$ cat src/sv/khdd_pkg.sv
// shared constants and types for the highest differing digit block
`default_nettype none

package khdd_pkg;

   // sizing
   localparam int MAX_DIGITS = 16;
   localparam int NODE_BITS  = 16;
   localparam int NODE_W     = 16;
   localparam int REG_W      = 5;
   localparam int DIGIT_W    = 5;
   localparam int LEVEL_W    = 4;
   localparam int CSR_IDX_W  = 1;

   // node bits that survive the input mask
   localparam int SHIFT_BITS = (NODE_BITS < NODE_W) ? NODE_BITS : NODE_W;
   localparam int CNT_W      = $clog2(SHIFT_BITS + 1);

   // register indexes
   localparam logic [CSR_IDX_W-1:0] CSR_RADIX      = 1'b0;
   localparam logic [CSR_IDX_W-1:0] CSR_NUM_DIGITS = 1'b1;

   // register reset values and radix floor
   localparam logic [REG_W-1:0] RADIX_RESET      = 5'd4;
   localparam logic [REG_W-1:0] NUM_DIGITS_RESET = 5'd3;
   localparam logic [REG_W-1:0] RADIX_MIN        = 5'd2;

   typedef logic [DIGIT_W-1:0] digit_type;

   // carry pair passed between neighboring cells, one per node
   typedef struct packed {
      logic a;
      logic b;
   } carry_type;

   // per-cycle control broadcast to the cell row
   typedef struct packed {
      logic clear;
      logic shift;
   } cell_ctrl_type;

endpackage

`default_nettype wire

$ cat src/sv/khdd_if.sv
// request and response channel interfaces
`default_nettype none

interface khdd_req_if;
   logic                        valid;
   logic                        ready;
   logic [khdd_pkg::NODE_W-1:0] first_node;
   logic [khdd_pkg::NODE_W-1:0] second_node;

   modport source (output valid, first_node, second_node, input ready);
   modport sink   (input valid, first_node, second_node, output ready);
endinterface

interface khdd_rsp_if;
   logic                         valid;
   logic                         ready;
   logic [khdd_pkg::LEVEL_W-1:0] differ_level;

   modport source (output valid, differ_level, input ready);
   modport sink   (input valid, differ_level, output ready);
endinterface

`default_nettype wire

$ cat src/sv/khdd_digit_cell.sv
// one radix-k digit of both nodes, doubled and carried each shift cycle
`default_nettype none

module khdd_digit_cell (
   input  logic                    clock,
   input  khdd_pkg::cell_ctrl_type ctrl,
   input  khdd_pkg::digit_type     radix,
   input  khdd_pkg::carry_type     carry_in,
   output khdd_pkg::carry_type     carry_out,
   output logic                    mismatch
);
   import khdd_pkg::*;

   digit_type             a_ff, a_in;
   digit_type             b_ff, b_in;
   logic [DIGIT_W:0]      a_step, b_step;

   // digit * 2 + carry in, folded back below radix; carry out when it wraps
   function automatic logic [DIGIT_W:0] dbl_step(digit_type d, logic cin, digit_type k);
      logic [DIGIT_W:0] v;
      logic             g;
      logic             p;
      logic             c;
      v = {d, cin};
      g = ({d, 1'b0} >= {1'b0, k});
      p = ({d, 1'b1} == {1'b0, k});
      c = g | (p & cin);
      v = v - (c ? {1'b0, k} : '0);
      return {c, v[DIGIT_W-1:0]};
   endfunction

   assign a_step = dbl_step(a_ff, carry_in.a, radix);
   assign b_step = dbl_step(b_ff, carry_in.b, radix);

   assign carry_out.a = a_step[DIGIT_W];
   assign carry_out.b = b_step[DIGIT_W];

   // next digit values
   always_comb begin
      a_in = a_ff;
      b_in = b_ff;
      if (ctrl.clear) begin
         a_in = '0;
         b_in = '0;
      end else if (ctrl.shift) begin
         a_in = a_step[DIGIT_W-1:0];
         b_in = b_step[DIGIT_W-1:0];
      end
   end

   always_ff @(posedge clock) begin
      a_ff <= a_in;
      b_ff <= b_in;
   end

   assign mismatch = (a_ff != b_ff);

endmodule

`default_nettype wire

$ cat src/sv/khdd_level_enc.sv
// picks the highest differing digit position below the digit count
`default_nettype none

module khdd_level_enc (
   input  logic [khdd_pkg::MAX_DIGITS-1:0] mismatch,
   input  logic [khdd_pkg::REG_W-1:0]      num_digits,
   output logic [khdd_pkg::LEVEL_W-1:0]    level
);
   import khdd_pkg::*;

   // digit 0 never counts; later positions override earlier ones
   always_comb begin
      level = '0;
      for (int i = 1; i < MAX_DIGITS; i++) begin
         if (mismatch[i] && (REG_W'(i) < num_digits)) begin
            level = LEVEL_W'(i);
         end
      end
   end

endmodule

`default_nettype wire

$ cat src/sv/kary_highest_differing_digit.sv
// Highest differing radix-k digit of two node numbers.
// From request acceptance to a valid response: cells cleared at acceptance, the node bits
// shifted msb first through the digit cell row, then one compare step.
// The next request is taken once the previous result has moved to the output register; a
// response waiting there does not hold off the next request, but stalls the next compare.
// Reset (synchronous, active high): radix 4, num_digits 3, idle, no response pending.
`default_nettype none

module kary_highest_differing_digit (
   input  logic                              clock,
   input  logic                              reset,
   khdd_req_if.sink                          req_ch,
   khdd_rsp_if.source                        rsp_ch,
   input  logic                              csr_wr_en,
   input  logic [khdd_pkg::CSR_IDX_W-1:0]    csr_index,
   input  logic [khdd_pkg::REG_W-1:0]        csr_wdata
);
   import khdd_pkg::*;

   typedef enum logic [2:0] {
      ST_IDLE   = 3'b001,
      ST_RUN    = 3'b010,
      ST_FINISH = 3'b100
   } state_type;

   state_type               state_ff, state_in;
   logic [REG_W-1:0]        radix_ff, radix_in;
   logic [REG_W-1:0]        num_digits_ff, num_digits_in;
   logic [SHIFT_BITS-1:0]   a_sh_ff, a_sh_in;
   logic [SHIFT_BITS-1:0]   b_sh_ff, b_sh_in;
   logic [CNT_W-1:0]        cnt_ff, cnt_in;
   logic                    rsp_valid_ff, rsp_valid_in;
   logic [LEVEL_W-1:0]      level_ff, level_in;

   logic                    req_acc;
   logic                    load_rsp;
   digit_type               radix_eff;
   cell_ctrl_type           ctrl;
   carry_type               carry [MAX_DIGITS+1];
   logic [MAX_DIGITS-1:0]   mismatch;
   logic [LEVEL_W-1:0]      level_enc;

   assign req_ch.ready = (state_ff == ST_IDLE);
   assign req_acc      = req_ch.valid & req_ch.ready;
   assign load_rsp     = (state_ff == ST_FINISH) & (~rsp_valid_ff | rsp_ch.ready);

   // radix below two behaves as two
   assign radix_eff = (radix_ff < RADIX_MIN) ? RADIX_MIN : radix_ff;

   // configuration registers
   always_comb begin
      radix_in      = radix_ff;
      num_digits_in = num_digits_ff;
      if (csr_wr_en) begin
         case (csr_index)
            CSR_RADIX:      radix_in      = csr_wdata;
            CSR_NUM_DIGITS: num_digits_in = csr_wdata;
            default: ;
         endcase
      end
   end

   // sequencer: clear, shift node bits msb first, then compare
   always_comb begin
      state_in = state_ff;
      cnt_in   = cnt_ff;
      a_sh_in  = a_sh_ff;
      b_sh_in  = b_sh_ff;
      case (state_ff)
         ST_IDLE: begin
            if (req_acc) begin
               a_sh_in  = req_ch.first_node[SHIFT_BITS-1:0];
               b_sh_in  = req_ch.second_node[SHIFT_BITS-1:0];
               cnt_in   = '0;
               state_in = ST_RUN;
            end
         end
         ST_RUN: begin
            a_sh_in = a_sh_ff << 1;
            b_sh_in = b_sh_ff << 1;
            cnt_in  = cnt_ff + 1'b1;
            if (cnt_ff == CNT_W'(SHIFT_BITS - 1)) begin
               state_in = ST_FINISH;
            end
         end
         ST_FINISH: begin
            if (load_rsp) begin
               state_in = ST_IDLE;
            end
         end
         default: state_in = ST_IDLE;
      endcase
   end

   assign ctrl.clear = req_acc;
   assign ctrl.shift = (state_ff == ST_RUN);

   // digit cell row, carries ripple from digit 0 upward
   assign carry[0].a = a_sh_ff[SHIFT_BITS-1];
   assign carry[0].b = b_sh_ff[SHIFT_BITS-1];

   for (genvar g = 0; g < MAX_DIGITS; g++) begin : g_cell
      khdd_digit_cell u_cell (
         .clock     (clock),
         .ctrl      (ctrl),
         .radix     (radix_eff),
         .carry_in  (carry[g]),
         .carry_out (carry[g+1]),
         .mismatch  (mismatch[g])
      );
   end

   khdd_level_enc u_enc (
      .mismatch   (mismatch),
      .num_digits (num_digits_ff),
      .level      (level_enc)
   );

   // response register
   always_comb begin
      rsp_valid_in = rsp_valid_ff & ~rsp_ch.ready;
      level_in     = level_ff;
      if (load_rsp) begin
         rsp_valid_in = 1'b1;
         level_in     = level_enc;
      end
   end

   assign rsp_ch.valid        = rsp_valid_ff;
   assign rsp_ch.differ_level = level_ff;

   always_ff @(posedge clock) begin
      if (reset) begin
         state_ff      <= ST_IDLE;
         cnt_ff        <= '0;
         rsp_valid_ff  <= 1'b0;
         radix_ff      <= RADIX_RESET;
         num_digits_ff <= NUM_DIGITS_RESET;
      end else begin
         state_ff      <= state_in;
         cnt_ff        <= cnt_in;
         rsp_valid_ff  <= rsp_valid_in;
         radix_ff      <= radix_in;
         num_digits_ff <= num_digits_in;
      end
   end

   always_ff @(posedge clock) begin
      a_sh_ff  <= a_sh_in;
      b_sh_ff  <= b_sh_in;
      level_ff <= level_in;
   end

endmodule

`default_nettype wire

$ cat src/flat_wrapper.sv
// flat-port wrapper written by rule: the top's interface ports become plain ports
module kary_highest_differing_digit_flat import khdd_pkg::*;
  (clock, reset, csr_wr_en, csr_index, csr_wdata, req_ch_valid, req_ch_first_node, req_ch_second_node, req_ch_ready, rsp_ch_valid, rsp_ch_differ_level, rsp_ch_ready);
  khdd_req_if req_ch_i ();
  khdd_rsp_if rsp_ch_i ();
  input  logic clock;
  input  logic reset;
  input  logic csr_wr_en;
  input  logic [khdd_pkg::CSR_IDX_W-1:0] csr_index;
  input  logic [khdd_pkg::REG_W-1:0] csr_wdata;
  input wire logic [$bits(req_ch_i.valid)-1:0] req_ch_valid;
  input wire logic [$bits(req_ch_i.first_node)-1:0] req_ch_first_node;
  input wire logic [$bits(req_ch_i.second_node)-1:0] req_ch_second_node;
  output wire logic [$bits(req_ch_i.ready)-1:0] req_ch_ready;
  output wire logic [$bits(rsp_ch_i.valid)-1:0] rsp_ch_valid;
  output wire logic [$bits(rsp_ch_i.differ_level)-1:0] rsp_ch_differ_level;
  input wire logic [$bits(rsp_ch_i.ready)-1:0] rsp_ch_ready;
  assign req_ch_i.valid = req_ch_valid;
  assign req_ch_i.first_node = req_ch_first_node;
  assign req_ch_i.second_node = req_ch_second_node;
  assign req_ch_ready = req_ch_i.ready;
  assign rsp_ch_valid = rsp_ch_i.valid;
  assign rsp_ch_differ_level = rsp_ch_i.differ_level;
  assign rsp_ch_i.ready = rsp_ch_ready;
  kary_highest_differing_digit u_core (.clock(clock), .reset(reset), .req_ch(req_ch_i), .rsp_ch(rsp_ch_i), .csr_wr_en(csr_wr_en), .csr_index(csr_index), .csr_wdata(csr_wdata));
endmodule
$ cat config.mk
export PLATFORM = sky130hd
export DESIGN_NAME = kary_highest_differing_digit_flat
export DESIGN_NICKNAME = d
export VERILOG_FILES = /design/src/sv/khdd_pkg.sv /design/src/sv/khdd_if.sv /design/src/sv/khdd_digit_cell.sv /design/src/sv/khdd_level_enc.sv /design/src/sv/kary_highest_differing_digit.sv /design/src/flat_wrapper.sv
export SDC_FILE = /design/constraint.sdc
export NUM_CORES = 1
export LEC_CHECK = 0
export BUFFER_PORTS_ARGS = -buffer_cell sky130_fd_sc_hd__buf_2
export CAP_MARGIN = 15
export CORE_MARGIN = 2
export CORE_UTILIZATION = 30
export CTS_CLUSTER_SIZE = 28
export DETAILED_ROUTE_END_ITERATION = 10
export SLEW_MARGIN = 30
export SYNTH_ARGS = -nofsm -noshare
export SYNTH_HDL_FRONTEND = slang
export SYNTH_SLANG_ARGS = --single-unit
$ cat constraint.sdc
create_clock -name clock -period 6.7 [get_ports clock]
set_clock_uncertainty 0.1 [all_clocks]
set_input_delay 0.67 -clock clock [delete_from_list [all_inputs] [get_ports clock]]
set_output_delay 0.67 -clock clock [all_outputs]
set_load 0.1 [all_outputs]
======== After elaboration in Yosys (flattened, before gate mapping) ========
Index checks and enable logic that the tools add are counted.
word-level totals
  flip-flop bits (word level) ............. 215
  input port bits ......................... 43
  output and inout bits ................... 6
  word-level logic and storage cells ...... 330
cells by class
  add/sub/neg operators ................... 33
  magnitude comparators ................... 48
  equality and inequality tests ........... 54
  multiplexer cells ....................... 58
  bitwise logic cells ..................... 71
  reduce and logical (&&, ||, !) cells .... 23
operators by type and width
  cell                                                        count
  == test 6 x 5 -> 1 bit                                      32
  >= comparator 6 x 5 -> 1 bit                                32
  two-way mux 5 bit                                           34
  subtractor 5 bit                                            32
  inequality test 5 bit                                       15
  case mux 16 bit (2 select lines)                            2
  less-than comparator 4 x 5 -> 1 bit, first input constant   8
  AND 1 bit                                                   35
  OR 1 bit                                                    33
  two-way mux 16 bit                                          2
  two-way mux 4 bit                                           6
  two-way mux 3 bit                                           7
  less-than comparator 3 x 5 -> 1 bit, first input constant   4
  logical AND 1 bit                                           15
  less-than comparator 2 x 5 -> 1 bit, first input constant   2
  case mux 5 bit (2 select lines)                             1
  case mux 3 bit (3 select lines)                             1
  OR reduction 8 bit                                          1
  AND reduction 2 bit                                         3
  adder 5 x 1 -> 5 bit, second input constant                 1
  == test 5 x 4 -> 1 bit, second input constant               1
  less-than comparator 1 x 5 -> 1 bit, first input constant   1
  less-than comparator 5 x 2 -> 1 bit, second input constant  1
  two-way mux 2 bit                                           2
  other kinds (11)                                            16

======== Logic depth before layout (Yosys ltp) ========
  depth after elaboration ................. 37
  gate-level depth with buffers ........... 28
  depth with buffers taken out ............ 26

======== Modules after synthesis ========
From an unflattened synthesis, not the netlist that was laid out.
unflattened totals
  cells, all modules ...................... 2159
  area total of the unflattened synthesis .. 18989.5 µm²
by module, submodules not included
  module                                           times used  cells each  area each (µm²)  sequential area each (µm²)
  khdd_digit_cell at u_core.g_cell[14].u_cell ...  8           117         1017.2           200.2
  khdd_digit_cell at u_core.g_cell[0].u_cell ...   7           117         1018.5           200.2
  kary_highest_differing_digit                     1           233         2306.0           1461.4
  khdd_digit_cell at u_core.g_cell[4].u_cell       1           110         980.9            200.2
  khdd_level_enc                                   1           61          435.4            0.0

======== Least setup slack after synthesis ========
Ideal clock, no wire load.
  path type ............................... register -> register
  from .................................... register u_core.radix_ff[4]
  to ...................................... register u_core.g_cell[15].u_cell.b_ff[4]
  setup time .............................. 0.127 ns
  data arrival time ....................... 5.596 ns
  data required time ...................... 6.473 ns
  path slack .............................. 0.877 ns
  cell stages (with the launch flop) ...... 24
  path buffers ............................ 2
  clock period less this slack ............ 5.823 ns
  cell sequence ........................... dfxtp_1 buf_6 inv_1 clkbuf_1 ha_1 and4b_1 a221o_1 nor4_1 nand4b_1 a211oi_2 o31ai_1 o2111ai_2 a31oi_1 or2_2 and2_1 ha_1 fa_1 inv_1 a21o_1 a21oi_1 xnor2_1 or3_1 mux2i_1 or3_1
on the way
  longest elaborated chain between the ends .. 37
  elaborated cells between the ends (all ways) .. 68
  those cells by class .................... add/sub (1); order compare (17); eq/ne (16); mux (2); bitwise (32)
RTL lines
  element                                                                                line                                 RTL
  start, declared                                                                        kary_highest_differing_digit.sv:27   logic [REG_W-1:0] radix_ff, radix_in;
  start signal, assigned                                                                 kary_highest_differing_digit.sv:143  radix_ff <= radix_in;
  less-than comparator 5 x 2 -> 1 bit                                                    kary_highest_differing_digit.sv:48   assign radix_eff = (radix_ff < RADIX_MIN) ? RADIX_MIN : radix_ff;
  two-way mux 5 bit *                                                                    kary_highest_differing_digit.sv:48
  parallel branches: the longest is 34 deep, another holds >= comparator 6 x 5 -> 1 bit  -
  subtractor 5 bit *                                                                     khdd_digit_cell.sv:28                v = v - (c ? {1'b0, k} : '0);
  end signal, assigned                                                                   khdd_digit_cell.sv:53                b_ff <= b_in;
  end, declared                                                                          khdd_digit_cell.sv:15                digit_type b_ff, b_in;
Every way passes the cells marked *.
A chain may end at the register's enable or synchronous reset.

======== Worst setup path in the final report ========
  from .................................... register u_core.radix_ff[3]
  to ...................................... register u_core.g_cell[15].u_cell.b_ff[4]
The elaborated chain is that of the path after synthesis.

==> impl_summary.md <==
Timing
Of the available clock period, the critical path in the final layout requires 91.5%. For the pin with the worst max-slew slack, the measured transition is 0.894 ns. The post-route minimum period is 6.13 ns. For the final routed database, the setup TNS stands at 0 ns. The final setup violation count is 0.

Setup repair after global routing left no endpoint under its margin. The achievable clock frequency is 0.163 GHz. The least setup slack across all paths after layout is 0.571 ns. Measured against its own limit, the worst slew margin works out to 40.4%. The hold violation total from the final report is 0. The number of pins with negative max-slew slack in the final report is 0.

Clock network
No sink is reached through more buffers than the 3 on the longest clock path. In this run the number of H-tree levels came out at 1. The insertion delay of the later-clocked pin in the worst-skew pair is 0.59 ns. The cell chosen for the clock root is sky130_fd_sc_hd__clkbuf_16. Clock tree synthesis inserted a total of 27 buffers. The number of setup buffers added after CTS is 0. TritonCTS built the clock tree. For this design, the sink count on the clock tree is 215. The total of cells resized after clock tree synthesis is 0.

The number of hold buffers added after CTS was 0. The clock slew at the register clock pins of the worst setup and hold paths is 0.06 ns.

Yosys
The cell count after synthesis is 2214. By area the synthesized netlist is led by sky130_fd_sc_hd__dfxtp_1, sky130_fd_sc_hd__ha_1, sky130_fd_sc_hd__nand2_1. The most common cell in the synthesized netlist is sky130_fd_sc_hd__nand2_1. Summing the areas of all compound-gate instances in the mapped netlist gives 19.4% of the synthesized area. The synthesized netlist net count is 2553. Each instance of the synthesized netlist takes up on average 8.06 sq um.

Of the post-synthesis cell area, the dominant cell type holds 20.1%. The synthesized-area fraction occupied by xor and xnor cells is 8.83%. The top flip-flop cell by instance count after synthesis is sky130_fd_sc_hd__dfxtp_1.

The cell type with the highest aggregate area in the netlist is sky130_fd_sc_hd__dfxtp_1. The synthesized netlist devotes 17.6% of its cell area to simple gates. After Yosys synthesis, full adders, half adders and majority gates account for 22.1% of the synthesized area. The distinct cell type count after synthesis is 73.

Multiplexer cells account for 0.224% of the synthesized area. In this run, synthesis produced a sequential element count of 215. By area, the combinational part of the netlist is dominated by adder cells. After synthesis, the share of flip-flops with an asynchronous set or reset is 0%.

Sequential elements use 26.1% of the synthesized area. The mapped netlist covers 0.0178 sq mm. The number of warnings issued by yosys is 0.

In the synthesized netlist, the cells that appear most often are sky130_fd_sc_hd__nand2_1, sky130_fd_sc_hd__ha_1, sky130_fd_sc_hd__a21oi_1, sky130_fd_sc_hd__dfxtp_1, sky130_fd_sc_hd__inv_1. In this run, synthesis inferred 36 flip-flops with an integrated enable.

Critical path
Among all stages on the critical path, the largest delay is contributed by sky130_fd_sc_hd__dfxtp_2. By startpoint and endpoint, the worst setup path is classified as reg2reg. The worst register-to-register path ends at u_core.g_cell[15].u_cell.b_ff[4]$_SDFFE_PP0P_. The kind of start point of the critical path is a flip-flop. The critical-path maximum fanout is 15. The data arrival time at the worst-slack endpoint is 6.49 ns. STA puts the critical path data required time at 7.07 ns. The largest stage delay on the critical path is 0.62 ns. The critical path goes through inv_1, buf_4, ha_1, a21oi_1, o211ai_1, nor4_1, nand4b_1, a211oi_2, o31ai_1, o2111ai_2, a31oi_1, or2_2, and2_1, ha_1, fa_1, inv_1, a21o_1, a21oi_1, xnor2_1, or3_1, mux2i_1, or3_1. STA classifies the critical path endpoint as a flip-flop. The startpoint of the most critical register-to-register path is u_core.radix_ff[3]$_SDFFE_PP0P_. The depth of the worst register-to-register path is 22. The setup check on the worst reg-to-reg path leaves a slack of 0.57 ns.

Min path
The worst hold path belongs to the class in2reg. Counting instances, the worst hold path has a depth of 3. The worst-case hold path end point is u_core.a_sh_ff[2]$_DFFE_PP_.

In this run the most critical hold path is launched from req_ch_first_node[2].

Routing
The count of nets left with antenna violations after detail routing is 0. In this run, the number of DRC markers left after iteration 0 of detailed routing was 1070. The routed layout has 15.7k vias. The routed wire length per instance is 17.0 microns. The DRC violation count after routing is 0. The first detailed-routing pass took 5 iterations.

After detailed routing, the number of vias per cell comes to 5.20. Summed over all layers, the routed wires come to 51300 microns.

Layout
The number of fill cells is 6044. The share of cells above drive strength 1 is 6.98%. The net count reported at finish is 2566. 0 antenna diodes ended up in the layout. The synthesis-to-finish area growth is 11.8%.

Cells fill 33.9% of the core in the end.

Global route
The number of antenna violations at the first check in global routing is 0. The maximum number of pins on one net before global-route repair is 82. For this run the aggregate overflow at the end of global routing stands at 0. The global-route wire length before repair is 82500 microns. In the global route stage, overall resource usage came out at 16.6%. The via count of the first global-routing pass was 15.6k.

Job
Across the run, the number of max-cap violations was 0.

Placed design
Detailed placement finished with a half-perimeter wire length of 36000 microns. The weighted congestion reported at the end of routability-driven placement is 0.876. The number of port buffers is 48. The post-placement setup slack is 0.732 ns.

Floorplanning
The die height is 248 microns. The die outline area is 0.0615 sq mm. The total number of placement rows is 89. The I/O pin total is 49. The initial standard-cell utilization of the core is 30.3%.

The core area is 0.0589 sq mm. The x dimension of the die is 248 microns.

Power
Power spread over the standard cell area amounts to 243 mW/mm^2. The peak supply drop is 198 uV. Summed over all cells, the static leakage comes to 8.52 nW.

Status
The flow ran to the end, and the final reports show no timing, DRC or antenna violations.
-- where the power goes --
part,switching [mW],internal [mW]
clock network,0.630,1.01
logic,0.968,0.730
registers,0.116,1.41
total,1.71,3.14
-- state kept, by name, indices dropped and copies added (netlist names) --
name                        flops
u_core.num_digits_ff            5
u_core.rsp_ch.differ_level      4
u_core.radix_ff                 5
u_core.cnt_ff                   5
u_core.rsp_ch.valid             1
u_core.g_cell.u_cell.a_ff      80
u_core.a_sh_ff                 16
u_core.b_sh_ff                 16
u_core.state_ff                 3
u_core.g_cell.u_cell.b_ff      80
-- cell families (layout without fill, tap and decap cells) --
group                      after synthesis  count (layout)
DFF                                    215             215
adders and majority gates              296             296
muxes                                    4               4
buffers and inverters                  271             305
and+or+nand+nor                        718             718
AOI/OAI and AO/OA                      530             530
xor gates and xnor gates               180             180
-- layout make-up --
class | instances | area (sq um) | area share, %
sequential | 215 | 4670 | 23.4
multi-input combinational | 1728 | 12200 | 61.0
clock inverter | 16 | 251 | 1.26
tap | 773 | 967 | 4.85
inverter | 177 | 666 | 3.34
clock buffer | 34 | 732 | 3.67
timing repair buffer | 78 | 494 | 2.48
-- per-layer routing --
metal	global-route usage [%]	wire, microns
met5	0	0
met4	5.48	1400
met3	2.38	3160
met2	27.3	23600
met1	22.1	23100
-- layout by cell type, fill, tap and decap left out, drive strengths merged, types with 6 or more instances in the layout --
| cell type | count |
|---|---|
| a31oi | 19 |
| nand2 | 362 |
| or3 | 11 |
| nor2 | 167 |
| and4b | 6 |
| and3 | 15 |
| a211oi | 82 |
| nor2b | 12 |
| bufinv | 6 |
| clkinv | 8 |
| dfxtp | 179 |
| and2 | 8 |
| o21a | 6 |
| buf | 78 |
| nand3 | 44 |
| a32oi | 6 |
| xor2 | 47 |
| o21ai | 66 |
| nand2b | 10 |
| inv | 177 |
| a21o | 90 |
| o31ai | 7 |
| edfxtp | 36 |
| nor3 | 28 |
| nor3b | 6 |
| ha | 264 |
| clkbuf | 34 |
| or2 | 10 |
| o211ai | 11 |
| a21oi | 199 |
| fa | 32 |
| xnor2 | 133 |
| nand4 | 23 |
| a211o | 7 |
-- worst max-delay path: cells and delay by family, from the launching register on --
family	cells	cell delay, ns
AOI/OAI and AO/OA	8	1.53
xor gates and xnor gates	1	0.29
adders and majority gates	3	0.98
buffers and inverters	3	0.72
DFF	1	0.62
muxes	1	0.06
and+or+nand+nor	6	1.68
-- stage by stage --
stage / total power, mW / cell area [sq um] / cells / hold slack [ns]
floorplan: 2.82 / 17800 / 2214 / 0.332
global placement: 3.18 / 19000 / 2971 / 0.347
detailed placement: 3.22 / 19000 / 2971 / 0.360
CTS: 4.89 / 20000 / 3021 / 0.226
global route: 5.16 / 20000 / 3021 / 0.237
finish: 4.86 / 20000 / 3021 / 0.254
-- worst max path at each step --
stage                                                from                                             to  cells past startpoint
final                     u_core.radix_ff[3]$_SDFFE_PP0P_  u_core.g_cell[15].u_cell.b_ff[4]$_SDFFE_PP0P_                     22
after global routing      u_core.radix_ff[3]$_SDFFE_PP0P_  u_core.g_cell[15].u_cell.b_ff[4]$_SDFFE_PP0P_                     22
after CTS                 u_core.radix_ff[3]$_SDFFE_PP0P_  u_core.g_cell[15].u_cell.a_ff[4]$_SDFFE_PP0P_                     21
after detailed placement  u_core.radix_ff[3]$_SDFFE_PP0P_  u_core.g_cell[15].u_cell.a_ff[4]$_SDFFE_PP0P_                     21
after global placement    u_core.radix_ff[3]$_SDFFE_PP0P_  u_core.g_cell[15].u_cell.a_ff[4]$_SDFFE_PP0P_                     21
after floorplan           u_core.radix_ff[4]$_SDFFE_PP0P_  u_core.g_cell[15].u_cell.b_ff[4]$_SDFFE_PP0P_                     23
No activity file was read; power rests on OpenSTA's default activity.
